--- config.mk ---
export PLATFORM = sky130hd
export DESIGN_NAME = contiguous_line_number_allocator
export DESIGN_NICKNAME = d
export VERILOG_FILES = /design/src/rtl/core/clna_pkg.sv /design/src/rtl/core/clna_map.sv /design/src/rtl/core/contiguous_line_number_allocator.sv
export SDC_FILE = /design/constraint.sdc
export NUM_CORES = 1
export LEC_CHECK = 0
export BUFFER_PORTS_ARGS = -buffer_cell sky130_fd_sc_hd__buf_2
export CAP_MARGIN = 30
export CORE_UTILIZATION = 34
export CTS_CLUSTER_SIZE = 20
export DETAILED_ROUTE_END_ITERATION = 8
export GPL_TIMING_DRIVEN = 0
export RECOVER_POWER = 100
export REMOVE_ABC_BUFFERS = 1
export SYNTH_ARGS = -nofsm -noshare
export SYNTH_HDL_FRONTEND = slang
export SYNTH_SLANG_ARGS = --single-unit
--- constraint.sdc ---
create_clock -name clock -period 10.2 [get_ports clock]
set_clock_uncertainty 0.2 [all_clocks]
set_input_delay 2.04 -clock clock [delete_from_list [all_inputs] [get_ports clock]]
set_output_delay 2.04 -clock clock [all_outputs]
set_load 0.02 [all_outputs]
--- src/rtl/core/clna_pkg.sv ---
// Shared types, codes and defaults for the contiguous line number allocator.
`default_nettype none

package clna_pkg;

   // Default map size
   localparam int NUM_LINES_DEF = 256;

   // Field widths fixed by the request and response formats
   localparam int ACT_W  = 2;
   localparam int LINE_W = 8;
   localparam int LEN_W  = 9;
   localparam int STS_W  = 3;
   localparam int OUT_W  = 9;
   localparam int LB_W   = 9;

   // Request actions
   localparam logic [ACT_W-1:0] ACT_ALLOC = 2'd0;
   localparam logic [ACT_W-1:0] ACT_FREE  = 2'd1;
   localparam logic [ACT_W-1:0] ACT_MARK  = 2'd2;
   localparam logic [ACT_W-1:0] ACT_FIND  = 2'd3;

   // Response status codes
   localparam logic [STS_W-1:0] STS_OK      = 3'd0;
   localparam logic [STS_W-1:0] STS_INVALID = 3'd1;
   localparam logic [STS_W-1:0] STS_USED    = 3'd2;
   localparam logic [STS_W-1:0] STS_NOSPACE = 3'd3;
   localparam logic [STS_W-1:0] STS_RANGE   = 3'd4;

   // One request beat
   typedef struct packed {
      logic [ACT_W-1:0]  action;
      logic              want_specific;
      logic [LINE_W-1:0] requested_line;
      logic [LINE_W-1:0] start_point;
      logic [LEN_W-1:0]  run_length;
   } clna_req_type;

   // One response beat
   typedef struct packed {
      logic [STS_W-1:0] status;
      logic [OUT_W-1:0] line_number;
   } clna_rsp_type;

   // Bitmap write control
   typedef struct packed {
      logic en;
      logic data;
   } clna_wr_type;

endpackage

`default_nettype wire

--- src/rtl/core/clna_map.sv ---
// Line usage bitmap: single-port write, registered read, clearing sweep after reset.
`default_nettype none

module clna_map
   import clna_pkg::*;
#(
   parameter int NUM_LINES = NUM_LINES_DEF
) (
   input  wire logic                         clock,
   input  wire logic                         reset,
   input  wire clna_wr_type                  wr_ctl,
   input  wire logic [$clog2(NUM_LINES)-1:0] wr_addr,
   input  wire logic [$clog2(NUM_LINES)-1:0] rd_addr,
   output logic                              rd_bit_ff,
   output logic                              clr_busy
);

   localparam int AW = $clog2(NUM_LINES);
   localparam logic [AW-1:0] LAST_ADDR = AW'(NUM_LINES - 1);

   logic          mem_ff [NUM_LINES];
   logic          clr_active_ff, clr_active_in;
   logic [AW-1:0] clr_addr_ff, clr_addr_in;

   // Clearing sweep, one entry a cycle
   always_comb begin
      clr_active_in = clr_active_ff;
      clr_addr_in   = clr_addr_ff;
      if (clr_active_ff) begin
         clr_addr_in = clr_addr_ff + AW'(1);
         if (clr_addr_ff == LAST_ADDR) begin
            clr_active_in = 1'b0;
         end
      end
   end

   always_ff @(posedge clock) begin
      if (reset) begin
         clr_active_ff <= 1'b1;
         clr_addr_ff   <= '0;
      end else begin
         clr_active_ff <= clr_active_in;
         clr_addr_ff   <= clr_addr_in;
      end
   end

   // Storage: sweep has priority over normal writes
   always_ff @(posedge clock) begin
      if (clr_active_ff) begin
         mem_ff[clr_addr_ff] <= 1'b0;
      end else if (wr_ctl.en) begin
         mem_ff[wr_addr] <= wr_ctl.data;
      end
      rd_bit_ff <= mem_ff[rd_addr];
   end

   assign clr_busy = clr_active_ff;

endmodule

`default_nettype wire

--- src/rtl/core/contiguous_line_number_allocator.sv ---
// Contiguous line number allocator: top level with request sequencer and bitmap.
//
// Usage: drive req_data and raise start; the request is taken at a clock edge
// where start is high and busy is low. Each request gives exactly one response
// beat on rsp_data, marked by rsp_valid for one cycle; it cannot be stalled.
// csr_wr_en/csr_wr_data load the dynamic lower bound; the user is to write it only
// while the block is idle, and the block itself does not enforce this.
// The bitmap is scanned and updated one line per cycle through a single
// registered read port and a single write port:
//   - rejected requests, free of zero length: answered from the idle state
//   - mark: a single line is written; free of L lines: the L lines are cleared
//   - find next used from offset S: scan from S to a used line or the map end
//   - allocate of L lines: scan from the search start for a free run, then
//     its L lines are written (specific allocate scans only its L lines)
// One request is in flight at a time; for one not answered from the idle
// state, busy stays high until its response is issued.
// After reset the bitmap is swept clear and busy stays high until the sweep
// has ended; configuration writes are taken during the sweep.
`default_nettype none

module contiguous_line_number_allocator
   import clna_pkg::*;
#(
   parameter int NUM_LINES = NUM_LINES_DEF
) (
   input  wire logic            clock,
   input  wire logic            reset,
   input  wire logic            start,
   output logic                 busy,
   input  wire clna_req_type    req_data,
   output logic                 rsp_valid,
   output clna_rsp_type         rsp_data,
   input  wire logic            csr_wr_en,
   input  wire logic [LB_W-1:0] csr_wr_data
);

   localparam int AW = $clog2(NUM_LINES);
   localparam int CW = (AW + 1 > 10) ? AW + 1 : 10;
   localparam logic [CW-1:0] LINES_W = CW'(NUM_LINES);
   localparam logic [CW-1:0] LAST_W  = CW'(NUM_LINES - 1);

   typedef enum logic [2:0] {
      S_CLEAR,
      S_IDLE,
      S_FIT,
      S_CHECK,
      S_FIND,
      S_WRITE
   } state_type;

   state_type        state_ff, state_in;
   logic             rsp_valid_ff, rsp_valid_in;
   clna_rsp_type     rsp_ff, rsp_in;
   logic [LB_W-1:0]  lower_bound_ff, lower_bound_in;
   logic [CW-1:0]    pos_ff, pos_in;
   logic [CW-1:0]    chk_pos_ff, chk_pos_in;
   logic             chk_vld_ff, chk_vld_in;
   logic [LEN_W-1:0] run_ff, run_in;
   logic [LEN_W-1:0] len_ff, len_in;
   logic [CW-1:0]    base_ff, base_in;
   logic [LEN_W-1:0] left_ff, left_in;
   logic             wdata_ff, wdata_in;
   logic [OUT_W-1:0] line_ff, line_in;

   clna_wr_type      wr_ctl;
   logic [AW-1:0]    rd_addr;
   logic             rd_bit;
   logic             clr_busy;

   // Request fields widened for range checks
   logic [CW-1:0]    req_w, start_w, len_w, lb_w, srch_w;
   logic [LEN_W-1:0] run_next;

   assign req_w   = CW'(req_data.requested_line);
   assign start_w = CW'(req_data.start_point);
   assign len_w   = CW'(req_data.run_length);
   assign lb_w    = CW'(lower_bound_ff);
   assign srch_w  = (start_w > lb_w) ? start_w : lb_w;
   assign run_next = run_ff + LEN_W'(1);

   // Bitmap
   clna_map #(
      .NUM_LINES (NUM_LINES)
   ) u_map (
      .clock     (clock),
      .reset     (reset),
      .wr_ctl    (wr_ctl),
      .wr_addr   (base_ff[AW-1:0]),
      .rd_addr   (rd_addr),
      .rd_bit_ff (rd_bit),
      .clr_busy  (clr_busy)
   );

   assign rd_addr     = (pos_ff < LINES_W) ? pos_ff[AW-1:0] : '0;
   assign wr_ctl.en   = (state_ff == S_WRITE);
   assign wr_ctl.data = wdata_ff;

   // Configuration register
   assign lower_bound_in = csr_wr_en ? csr_wr_data : lower_bound_ff;

   // Sequencer
   always_comb begin
      state_in     = state_ff;
      rsp_valid_in = 1'b0;
      rsp_in       = rsp_ff;
      pos_in       = pos_ff;
      chk_pos_in   = chk_pos_ff;
      chk_vld_in   = chk_vld_ff;
      run_in       = run_ff;
      len_in       = len_ff;
      base_in      = base_ff;
      left_in      = left_ff;
      wdata_in     = wdata_ff;
      line_in      = line_ff;

      case (state_ff)
         S_CLEAR: begin
            if (!clr_busy) begin
               state_in = S_IDLE;
            end
         end

         S_IDLE: begin
            if (start) begin
               len_in     = req_data.run_length;
               run_in     = '0;
               chk_vld_in = 1'b0;
               line_in    = '0;
               rsp_in     = '{status: STS_OK, line_number: '0};
               case (req_data.action)
                  ACT_ALLOC: begin
                     if (req_data.run_length == '0) begin
                        rsp_valid_in  = 1'b1;
                        rsp_in.status = STS_INVALID;
                     end else if (req_data.want_specific) begin
                        if (req_data.start_point > req_data.requested_line) begin
                           rsp_valid_in  = 1'b1;
                           rsp_in.status = STS_INVALID;
                        end else if (req_w + len_w > LINES_W) begin
                           rsp_valid_in  = 1'b1;
                           rsp_in.status = STS_USED;
                        end else begin
                           pos_in   = req_w;
                           base_in  = req_w;
                           line_in  = OUT_W'(req_data.requested_line);
                           state_in = S_CHECK;
                        end
                     end else if (srch_w + len_w > LINES_W) begin
                        rsp_valid_in  = 1'b1;
                        rsp_in.status = STS_NOSPACE;
                     end else begin
                        pos_in   = srch_w;
                        state_in = S_FIT;
                     end
                  end
                  ACT_FREE: begin
                     if (start_w >= LINES_W || start_w + len_w > LINES_W) begin
                        rsp_valid_in  = 1'b1;
                        rsp_in.status = STS_RANGE;
                     end else if (req_data.run_length == '0) begin
                        rsp_valid_in = 1'b1;
                     end else begin
                        base_in  = start_w;
                        left_in  = req_data.run_length;
                        wdata_in = 1'b0;
                        state_in = S_WRITE;
                     end
                  end
                  ACT_MARK: begin
                     if (req_w >= LINES_W) begin
                        rsp_valid_in  = 1'b1;
                        rsp_in.status = STS_RANGE;
                     end else begin
                        base_in  = req_w;
                        left_in  = LEN_W'(1);
                        wdata_in = 1'b1;
                        state_in = S_WRITE;
                     end
                  end
                  default: begin
                     if (start_w >= LINES_W) begin
                        rsp_valid_in       = 1'b1;
                        rsp_in.line_number = LINES_W[OUT_W-1:0];
                     end else begin
                        pos_in   = start_w;
                        state_in = S_FIND;
                     end
                  end
               endcase
            end
         end

         // First fit: count free lines in a row from the search start
         S_FIT: begin
            pos_in     = pos_ff + CW'(1);
            chk_pos_in = pos_ff;
            chk_vld_in = 1'b1;
            if (chk_vld_ff) begin
               if (!rd_bit && run_next == len_ff) begin
                  base_in  = chk_pos_ff - CW'(len_ff) + CW'(1);
                  line_in  = OUT_W'(chk_pos_ff - CW'(len_ff) + CW'(1));
                  left_in  = len_ff;
                  wdata_in = 1'b1;
                  state_in = S_WRITE;
               end else if (chk_pos_ff == LAST_W) begin
                  rsp_valid_in = 1'b1;
                  rsp_in       = '{status: STS_NOSPACE, line_number: '0};
                  state_in     = S_IDLE;
               end else begin
                  run_in = rd_bit ? '0 : run_next;
               end
            end
         end

         // Specific allocate: every line of the run must be free
         S_CHECK: begin
            pos_in     = pos_ff + CW'(1);
            chk_pos_in = pos_ff;
            chk_vld_in = 1'b1;
            if (chk_vld_ff) begin
               if (rd_bit) begin
                  rsp_valid_in = 1'b1;
                  rsp_in       = '{status: STS_USED, line_number: '0};
                  state_in     = S_IDLE;
               end else if (run_next == len_ff) begin
                  left_in  = len_ff;
                  wdata_in = 1'b1;
                  state_in = S_WRITE;
               end else begin
                  run_in = run_next;
               end
            end
         end

         // Next used line at or after the offset
         S_FIND: begin
            pos_in     = pos_ff + CW'(1);
            chk_pos_in = pos_ff;
            chk_vld_in = 1'b1;
            if (chk_vld_ff) begin
               if (rd_bit) begin
                  rsp_valid_in = 1'b1;
                  rsp_in       = '{status: STS_OK, line_number: chk_pos_ff[OUT_W-1:0]};
                  state_in     = S_IDLE;
               end else if (chk_pos_ff == LAST_W) begin
                  rsp_valid_in = 1'b1;
                  rsp_in       = '{status: STS_OK, line_number: LINES_W[OUT_W-1:0]};
                  state_in     = S_IDLE;
               end
            end
         end

         // Write the run, one line a cycle
         S_WRITE: begin
            base_in = base_ff + CW'(1);
            left_in = left_ff - LEN_W'(1);
            if (left_ff == LEN_W'(1)) begin
               rsp_valid_in = 1'b1;
               rsp_in       = '{status: STS_OK, line_number: line_ff};
               state_in     = S_IDLE;
            end
         end

         default: begin
            state_in = S_IDLE;
         end
      endcase
   end

   always_ff @(posedge clock) begin
      if (reset) begin
         state_ff       <= S_CLEAR;
         rsp_valid_ff   <= 1'b0;
         lower_bound_ff <= '0;
         chk_vld_ff     <= 1'b0;
      end else begin
         state_ff       <= state_in;
         rsp_valid_ff   <= rsp_valid_in;
         lower_bound_ff <= lower_bound_in;
         chk_vld_ff     <= chk_vld_in;
      end
      rsp_ff     <= rsp_in;
      pos_ff     <= pos_in;
      chk_pos_ff <= chk_pos_in;
      run_ff     <= run_in;
      len_ff     <= len_in;
      base_ff    <= base_in;
      left_ff    <= left_in;
      wdata_ff   <= wdata_in;
      line_ff    <= line_in;
   end

   assign busy      = (state_ff != S_IDLE);
   assign rsp_valid = rsp_valid_ff;
   assign rsp_data  = rsp_ff;

`ifndef ASSERT_OFF
   // An accepted request either answers at once or keeps the block busy
   a_accept_progress: assert property (@(posedge clock) disable iff (reset)
      (start && !busy) |=> (busy || rsp_valid))
      else $error("accepted request neither answered nor in progress");

   // No request is taken while the bitmap sweep runs
   a_clear_busy: assert property (@(posedge clock) disable iff (reset)
      clr_busy |-> busy)
      else $error("idle during bitmap clearing sweep");

   // Status codes stay within the defined set
   a_status_code: assert property (@(posedge clock) disable iff (reset)
      rsp_valid |-> (rsp_data.status <= STS_RANGE))
      else $error("undefined status code");

   // Failed requests report line zero
   a_fail_line: assert property (@(posedge clock) disable iff (reset)
      (rsp_valid && rsp_data.status != STS_OK) |-> (rsp_data.line_number == '0))
      else $error("failed request with nonzero line");

   // A write run never starts or continues with nothing left
   a_write_left: assert property (@(posedge clock) disable iff (reset)
      (state_ff == S_WRITE) |-> (left_ff != '0))
      else $error("write run with zero lines left");
`endif

endmodule

`default_nettype wire
==> results.md, run 1 <==
CTS:
- Clock tree synthesis found a total of 357 sinks.
- The number of buffers on the longest clock path is 3.
- Hold repair after CTS inserted 0 buffers.
- The quantity of gates resized following cts is 0.
- Clock-pin slew was measured on the worst setup and hold paths at 60 ps.
- The clock tree from TritonCTS is yes.
- The H-tree generated during clock tree synthesis spans 2 levels.
- In this run, CTS created clock tree buffers numbering 39.
- The clock reaches the later pin of the worst-skew pair after 580 ps.
- The count of buffers added by post-CTS timing repair for setup is 0.
- The cell at the root of the clock tree is sky130_fd_sc_hd__clkbuf_16.

Pwr:
- VDD sags by at most 0.0980 mV.
- The total power of the final layout is 3.72 mW.
- In this run the power density over the cells is 172 mW/mm^2.
- The cell leakage power is 6.63 nW.

Global route:
- The initial antenna violation count was 2.
- Global routing finished with a remaining overflow of 0.
- The wire length of the first global-routing pass is 80.2 mm.
- The via count of the first global-routing pass is 13.7k.
- The pin count of the biggest net entering global routing is 107.
- The overall global routing resource usage is 0.181.

Worst setup path:
- The biggest cell delay along the critical path is 550 ps.
- The startpoint type of the worst setup path is an input pin.
- For the worst setup path, the data arrival time is 7180 ps.
- The library cell contributing the largest single delay on the critical path is sky130_fd_sc_hd__clkbuf_1.
- The signal on the critical path passes through clkbuf_1 -> ha_1 -> nor2b_1 -> o21a_1 -> o21a_1 -> o21a_1 -> o21a_1 -> o2111ai_1 -> nand2_1 -> mux2i_1 -> inv_1 -> ha_1 -> a211oi_1 -> o31ai_1 -> a31oi_1 -> nor2b_1 -> o21a_1 -> nor4_1 -> a221oi_1 -> nor2_1 -> clkbuf_1.
- The largest fanout on the critical path is 10.
- The most critical setup path has its startpoint at req_data[10].
- The worst reg-to-reg setup slack is 4280 ps.
- The classification of the worst setup path is in -> reg.
- The capturing element of the worst setup path is pos_ff[0]$_DFFE_PP_.
- The library cell appearing most often on the critical path is sky130_fd_sc_hd__o21a_1.
- The launch instance of the worst register-to-register path is state_ff[0]$_SDFFE_PP0P_.
- The worst register-to-register path has a depth of 7.
- The capturing element type of the critical path is a flip-flop.
- At the worst endpoint, the required time is 10,190 ps.
- The worst register-to-register path ends at u_map.mem_ff[145]$_DFFE_PP_.

Logic synthesis:
- Ranked by total cell area, the synthesized netlist is headed by sky130_fd_sc_hd__edfxtp_1 (52%), sky130_fd_sc_hd__nor2_1 (7.8%), sky130_fd_sc_hd__ha_1 (4.3%).
- The area share of xor/xnor cells in the synthesized design is 0.0280.
- The fraction of registers with async set/reset is 0.
- The share of the Yosys chip area taken by registers is 0.542.
- The multiplexer share of the synthesized area is 0.0673.
- The compound-cell area share of the yosys netlist came to 0.118.
- The total of warnings raised by yosys is 0.
- The adder and majority gate portion of the synthesized area is 0.0480.
- The portion of synthesized cell area occupied by the leading cell type is 0.517.
- The number of distinct library cell variants in the gate-level netlist after synthesis is 90.
- The largest total area in the synthesized netlist belongs to sky130_fd_sc_hd__edfxtp_1.
- Of the total synthesized cell area, the portion taken by AND, OR, NAND and NOR gates is 0.161.
- Synthesis produced a netlist whose cell count is 1,791.
- The count of flip-flops with a built-in enable after synthesis is 333.
- The netlist area before placement is 0.0193 mm^2.
- For this run, the leading register cell type out of synthesis is sky130_fd_sc_hd__edfxtp_1.
- After synthesis, the largest family of logic cells by area is simple AND/OR/NAND/NOR gates.
- In this run, synthesis produced a sequential element count of 357.
- Each instance of the synthesized netlist takes up on average 10.8 um^2.

Timing:
- The tightest slew margin relative to the limit is -1.22.
- The worst path in the final design needs a cycle of 7190 ps, including I/O delays and setup.
- The final count of hold timing violations came to 0.
- Setup violations remaining at the end of the flow were counted as 0.
- The number of max-slew violations in the final report was 72.
- Adding up every negative setup slack in the final design gives 0 ps.
- The tightest hold margin is 339 ps.
- Setup repair after global routing left no endpoint under its margin.
- The part of the cycle the worst path needs is 0.705.
- Across all setup checks in the final design, the least slack found is 3010 ps.
- At the pin with the least slew margin, the transition time is 3330 ps.
- Timing would allow up to 0.139 GHz.

Routing:
- Dividing the detail-routed wire length by the instance count gives 20.5 um.
- The via count is 14.3k.
- The detailed-routing iteration count for the pre-antenna-repair pass is 5.
- Dividing the detail-routed via count by the number of cells gives 5.54.
- The initial detailed-routing violation count is 1,291.
- For this block, the routed nets add up to 53.0 mm of wire.
- The detail route stage leaves a number of antenna-violating nets equal to 0.
- The number of remaining DRC errors is 0.

Place:
- The HPWL reported at the end of detailed placement is 35.1 mm.
- The total of buffers placed on input and output ports is 54.
- OpenSTA, run right after detailed placement, puts the worst setup slack at 2510 ps.
- The congestion estimate from routability-driven global placement came to 0.891.
- In this run the cell area measured after placement is 0.0204 mm^2.
- Including well taps, the total number of placed cells is 2,515.

Hold path:
- The min-delay analysis places its worst path in the category reg -> reg.

Floorplanning:
- The total area inside the core boundary comes to 0.0563 mm^2.
- The width of the die is 241 um.
- 55 I/O pins were placed.
- The die height is 241 um.
- The die covers 0.0579 mm^2.
- The floorplan has 87 rows.
- The initial core utilization is 0.344.

Finish:
- The net count of the finished layout is 1,914.
- Relative to the synthesized area, the layout overhead comes to 11.9%.
- Excluding fillers, the count of instances in the completed layout stands at 2,587.
- Counting the fill cells in the layout gives 5,457.
- 0 antenna diodes ended up in the layout.
- In the final layout, the share of cells above drive strength 1 is 0.0890.
- The post-route core utilization is 0.385.
- Leaving out fill and tap cells, the most frequent cell in the layout is sky130_fd_sc_hd__nor2_1.
- Once layout is done, the placed cells without fillers occupy 0.0216 mm^2.
- The library cells used most frequently in the layout, excluding fill and tap cells, are sky130_fd_sc_hd__nor2_1 (403), sky130_fd_sc_hd__edfxtp_1 (333), sky130_fd_sc_hd__nand2_1 (128), sky130_fd_sc_hd__a21oi_1 (80), sky130_fd_sc_hd__ha_1 (67).

Outcome:
- The final reports fail on max-capacitance violations, max-slew violations.
- The run finished, with violations left.

Job:
- Max-cap violations in this run came to 1.
[report_power, final]
| group | internal [mW] | switching (mW) |
|---|---|---|
| combinational | 0.208 | 0.363 |
| clock | 0.834 | 0.604 |
| sequential | 1.64 | 0.0686 |
[worst min path at each step]
stage / slack [ps] / to / start / depth (start not counted)
3_5_place_dp: 340 / lower_bound_ff[1]$_SDFFE_PP0P_ / lower_bound_ff[1]$_SDFFE_PP0P_ / 2
5_1_grt: 380 / rsp_data[5]$_DFFE_PP_ / line_ff[5]$_DFFE_PP_ / 1
6_report: 340 / lower_bound_ff[1]$_SDFFE_PP0P_ / lower_bound_ff[1]$_SDFFE_PP0P_ / 2
2_1_floorplan: 280 / lower_bound_ff[2]$_SDFFE_PP0P_ / lower_bound_ff[2]$_SDFFE_PP0P_ / 2
4_1_cts: 350 / lower_bound_ff[1]$_SDFFE_PP0P_ / lower_bound_ff[1]$_SDFFE_PP0P_ / 2
3_3_place_gp: 330 / u_map.clr_addr_ff[5]$_SDFFE_PP0P_ / u_map.clr_addr_ff[5]$_SDFFE_PP0P_ / 2
[state kept, by name (all words and copies together) (netlist names)]
name,flops
rsp_data,12
u_map.clr_addr_ff,8
line_ff,9
rsp_valid,1
u_map.clr_busy,1
chk_vld_ff,1
u_map.rd_bit_ff,1
chk_pos_ff,10
run_ff,9
pos_ff,10
lower_bound_ff,9
base_ff,8
state_ff,3
wdata_ff,1
u_map.mem_ff,256
left_ff,9
len_ff,9
[cell families (layout without fill, tap and decap cells)]
family / count (synthesis) / in the layout
DFF: 357 / 357
AOI/OAI and AO/OA: 336 / 336
muxes: 92 / 92
buffers and inverters: 162 / 202
xor gates and xnor gates: 57 / 57
adders and majority gates: 72 / 72
and+or+nand+nor: 715 / 715
[Yosys cell counts, drive strengths merged, types with 3 or more instances]
library cell,instances
a211oi,10
a31oi,11
and3,6
xnor2,27
or3,13
buf,33
nand3,59
edfxtp,333
a31o,8
a22o,14
nand2b,19
mux4,28
nor3b,5
a221oi,5
dfxtp,24
mux2i,45
o21a,15
nand2,129
a21oi,80
mux2,19
inv,54
clkbuf,74
o41ai,3
o211ai,21
a2111oi,5
a41oi,4
nor4,9
o2111ai,4
a22oi,13
a21o,3
o221ai,15
o22ai,12
o21ai,67
or2,3
and2,6
xor2,27
o31ai,11
o21bai,6
nor2,404
nor3,17
fa,4
nand3b,10
nand4,19
nor2b,8
ha,67
[worst max-delay path: cells and delay by family]
kind | cells | cell delay [ps]
AOI/OAI and AO/OA | 10 | 2240
muxes | 1 | 450
buffers and inverters | 3 | 930
adders and majority gates | 2 | 600
and+or+nand+nor | 5 | 940
[per-layer routing]
layer | wire [um] | global-route usage | vias to the layer above
met2 | 24800 | 0.290 | 522
met4 | 1640 | 0.0674 | 0
met5 | 0 | 0 | -
met1 | 23100 | 0.247 | 7086
met3 | 3560 | 0.0297 | 112
li1 | - | - | 6602
[final cells by class]
class / instances / area (um^2) / area share
clock buffer: 51 / 1040 / 0.0481
clock inverter: 19 / 256 / 0.0118
inverter: 55 / 206 / 0.00954
timing repair buffer: 77 / 562 / 0.0260
multi-input combinational: 1272 / 8160 / 0.377
tap: 756 / 946 / 0.0437
sequential: 357 / 10500 / 0.484
Power figures use the tool's default switching activity.
==> inputs of run 2 (changes only) <==
Settings changed: ABC_AREA set to 1.
Clock period 10.2 ns to 7.3 ns, I/O delays scaled along.
==> run 2 against run 1 <==
The run still ends with max-capacitance violations, max-slew violations left; cell count up 14%; via count up 9.1%; flip-flop and latch count unchanged; critical path type is now reg -> reg; sequential share of layout area down 0.75 points; synthesized cell count up 19%.
==> results.md, run 2 <==
Logic synthesis:
- The number of instances in the synthesized netlist is 2,136.
- After synthesis the netlist holds a flip-flop and latch count of 357.
- For this run, the register share of the synthesized area comes to 0.533.
- In the post-synthesis netlist, the biggest area contributors are sky130_fd_sc_hd__edfxtp_1 (51%), sky130_fd_sc_hd__nor2_1 (7.5%), sky130_fd_sc_hd__o211ai_1 (5.5%).
- After synthesis, the share of flip-flops with an asynchronous set or reset is 0.
- The number of distinct library cell variants in the gate-level netlist after synthesis is 51.
- The count of flip-flops with a built-in enable after synthesis is 333.
- A synthesized cell averages 9.21 um^2.
- sky130_fd_sc_hd__nor2_1 is the most common cell in the netlist.
- After synthesis, the most frequently instantiated cells are sky130_fd_sc_hd__nor2_1 (391), sky130_fd_sc_hd__edfxtp_1 (333), sky130_fd_sc_hd__nand2_1 (283).
- The total of warnings raised by yosys is 0.
- The portion of synthesized cell area occupied by the leading cell type is 0.508.
- Of all cell types, the one taking the most synthesized area is sky130_fd_sc_hd__edfxtp_1.
- For this run, the leading register cell type out of synthesis is sky130_fd_sc_hd__edfxtp_1.
- The netlist area before placement is 0.0197 mm^2.

Worst setup path:
- In this design, the critical path's most frequently occurring cell is sky130_fd_sc_hd__nor2_1.
- The critical path buffer and inverter count is 4.
- The signal on the critical path passes through inv_1 -> nor2_1 -> clkinv_1 -> nor2_1 -> inv_1 -> nor2_1 -> inv_1 -> nand2_1 -> o21ai_0 -> or2_0 -> nand3b_1 -> nor2_1.
- The data arrival time of the critical path is 6390 ps.
- The worst setup path is captured at a flip-flop.
- The startpoint type of the worst setup path is a flip-flop.
- The critical path is of the reg -> reg type.
- At the worst endpoint, the required time is 7340 ps.
- The largest fanout on the critical path is 21.
- The biggest cell delay along the critical path is 1280 ps.
- The family of cells with the greatest summed delay on the critical path is simple AND/OR/NAND/NOR gates.
- The library cell contributing the largest single delay on the critical path is sky130_fd_sc_hd__nor2_1.

Pwr:
- The design draws 6.97 mW.
- Across the VDD grid, the largest voltage drop is 0.191 mV.
- Summed over all cells, the static leakage comes to 7.62 nW.
- Dividing total power by cell area gives a power density of 317 mW/mm^2.

CTS:
- The count of buffers added by post-CTS timing repair for setup is 0.
- The quantity of gates resized following cts is 0.
- CTS saw 357 sinks.
- The clock tree from TritonCTS is yes.
- The clock passes through at most 3 buffers.
- Clock tree synthesis selected as its root buffer the cell sky130_fd_sc_hd__clkbuf_16.
- The later pin in the worst-skew pair is clocked with a latency of 580 ps.
- Clock-pin slew was measured on the worst setup and hold paths at 60 ps.
- The H-tree was split into 2 levels.
- The number of hold buffers added after cts is 0.
- The TritonCTS buffer count is 41.

Routing:
- The number of vias per cell after detailed routing is 5.30.
- The detailed-routing iteration count for the pre-antenna-repair pass is 5.
- The routed wire length is 55.8 mm.
- The number of remaining DRC errors is 0.
- The final routed wire length divided by cell count is 18.9 um.
- The post-detailed-route count of antenna-violating nets is 0.
- The detailed router finished its first iteration with 1,431 violations.
- Detailed routing inserted a total of 15.6k vias.

Timing:
- After layout, the worst setup slack is 951 ps.
- The number of failing setup endpoints in the final timing report is 0.
- The number of max-slew violations in the final report was 95.
- The final count of hold timing violations is 0.
- The summed negative setup slack over all endpoints is 0 ps.
- The tightest slew margin relative to the limit is -0.921.
- Dividing the final minimum period by the clock period gives 0.870.
- Setup repair after global routing left no endpoint under its margin.
- The clock period could shrink to 6350 ps.
- At the pin with the least slew margin, the transition time is 2870 ps.
- Timing would allow up to 0.157 GHz.
- Across all hold checks on the routed design, the worst slack comes to 303 ps.

Place:
- The total of buffers placed on input and output ports is 54.
- The placed cell count is 2,871.
- The minimum setup slack after placement is 845 ps.
- Once placement finished, the instance area stood at 0.0210 mm^2.
- The HPWL reported at the end of detailed placement is 37.1 mm.
- The last weighted congestion value of the routability-driven placer is 0.901.

Finish:
- From synthesis to final layout, the design area changed by 11.8%.
- The register with the most flip-flops in the layout has 256 of them.
- The final antenna diode count is 0.
- The final net count is 2,271.
- The register ranked first by flip-flop count is u_map.mem_ff.
- In the layout the commonest cells are sky130_fd_sc_hd__nor2_1 (396), sky130_fd_sc_hd__edfxtp_1 (333), sky130_fd_sc_hd__nand2_1 (283), sky130_fd_sc_hd__nand3_1 (205), sky130_fd_sc_hd__inv_1 (175).
- Summing all non-filler instances in the final layout gives an area of 0.0220 mm^2.
- The count of placed standard cells in the final layout, fillers left out is 2,946.
- The post-route core utilization is 0.387.
- The most common cell after layout, fill and taps aside is sky130_fd_sc_hd__nor2_1.
- In the final layout, the share of cells above drive strength 1 is 0.112.
- In the final layout, the registers with the most flip-flops are u_map.mem_ff: 256 flops, rsp_data: 12 flops.
- The fill cell total of the finished layout is 5,727.

Floorplanning:
- The number of top-level design ports is 55.
- The die area is 0.0588 mm^2.
- The core region area is 0.0568 mm^2.
- The initialized floorplan defines 87 standard-cell rows.
- The die is 243 um wide.
- The initial utilization of the core area, before any placement, comes to 0.346.
- The die height is 243 um.

Global route:
- The overall global routing resource usage is 0.187.
- The first global-routing pass estimated 85.8 mm of wire.
- The pin count of the biggest net entering global routing is 95.
- Summed over all layers, the global routing overflow is 0.
- The initial antenna violation count came to 0.
- The via count of the first global-routing pass is 15.0k.

Hold path:
- The type of the most critical hold path is reg -> reg.

Job:
- The max capacitance violation total is 2.

Outcome:
- The flow ran to the end, but the final reports show violations.
- The checks that failed: max-capacitance violations, max-slew violations.
[run 2: metal layers]
layer	vias up	track usage	routed length, um
li1	7475	-	-
met1	7523	0.258	25200
met2	526	0.301	25800
met3	104	0.0249	3350
met4	0	0.0596	1510
met5	-	0	0
[run 2: cell families after synthesis]
logic type               Yosys count  synth area share
buffers and inverters            285            0.0562
flip-flops                       357             0.533
XOR/XNOR                          13           0.00579
multiplexers                       1          0.000509
adder cells (fa/ha/maj)           71            0.0467
AO/OA/AOI/OAI                    317             0.108
AND/OR/NAND/NOR                 1092             0.250
[run 2: final timing paths]
path | startpoint | endpoint | slack, ps | depth (start not counted)
setup / recovery | state_ff[0]$_SDFFE_PP0P_ | u_map.mem_ff[127]$_DFFE_PP_ | 950 | 12
hold reg to reg | u_map.clr_addr_ff[0]$_SDFFE_PP0P_ | u_map.clr_addr_ff[0]$_SDFFE_PP0P_ | 300 | 2
setup reg to reg | state_ff[0]$_SDFFE_PP0P_ | u_map.mem_ff[127]$_DFFE_PP_ | 950 | 12
hold / removal | u_map.clr_addr_ff[0]$_SDFFE_PP0P_ | u_map.clr_addr_ff[0]$_SDFFE_PP0P_ | 300 | 2
[run 2: tightest hold or removal path, cell delays in order (launching register included)]
cell and delay, ps:
sky130_fd_sc_hd__dfxtp_1 320, sky130_fd_sc_hd__inv_1 70, sky130_fd_sc_hd__a21oi_1 60
[run 2: cell type report]
type                            count  area (um^2)  area share
Sequential cell                   357        10500       0.477
Multi-Input combinational cell   1494         8040       0.366
Clock buffer                       54         1130      0.0512
Tap cell                          756          946      0.0430
Inverter                          185          699      0.0318
Timing Repair Buffer               80          500      0.0228
Clock inverter                     20          194     0.00882
[run 2: power by group]
group / switching (mW) / internal (mW)
Combinational: 1.54 / 0.707
Clock: 0.858 / 1.17
Sequential: 0.176 / 2.52
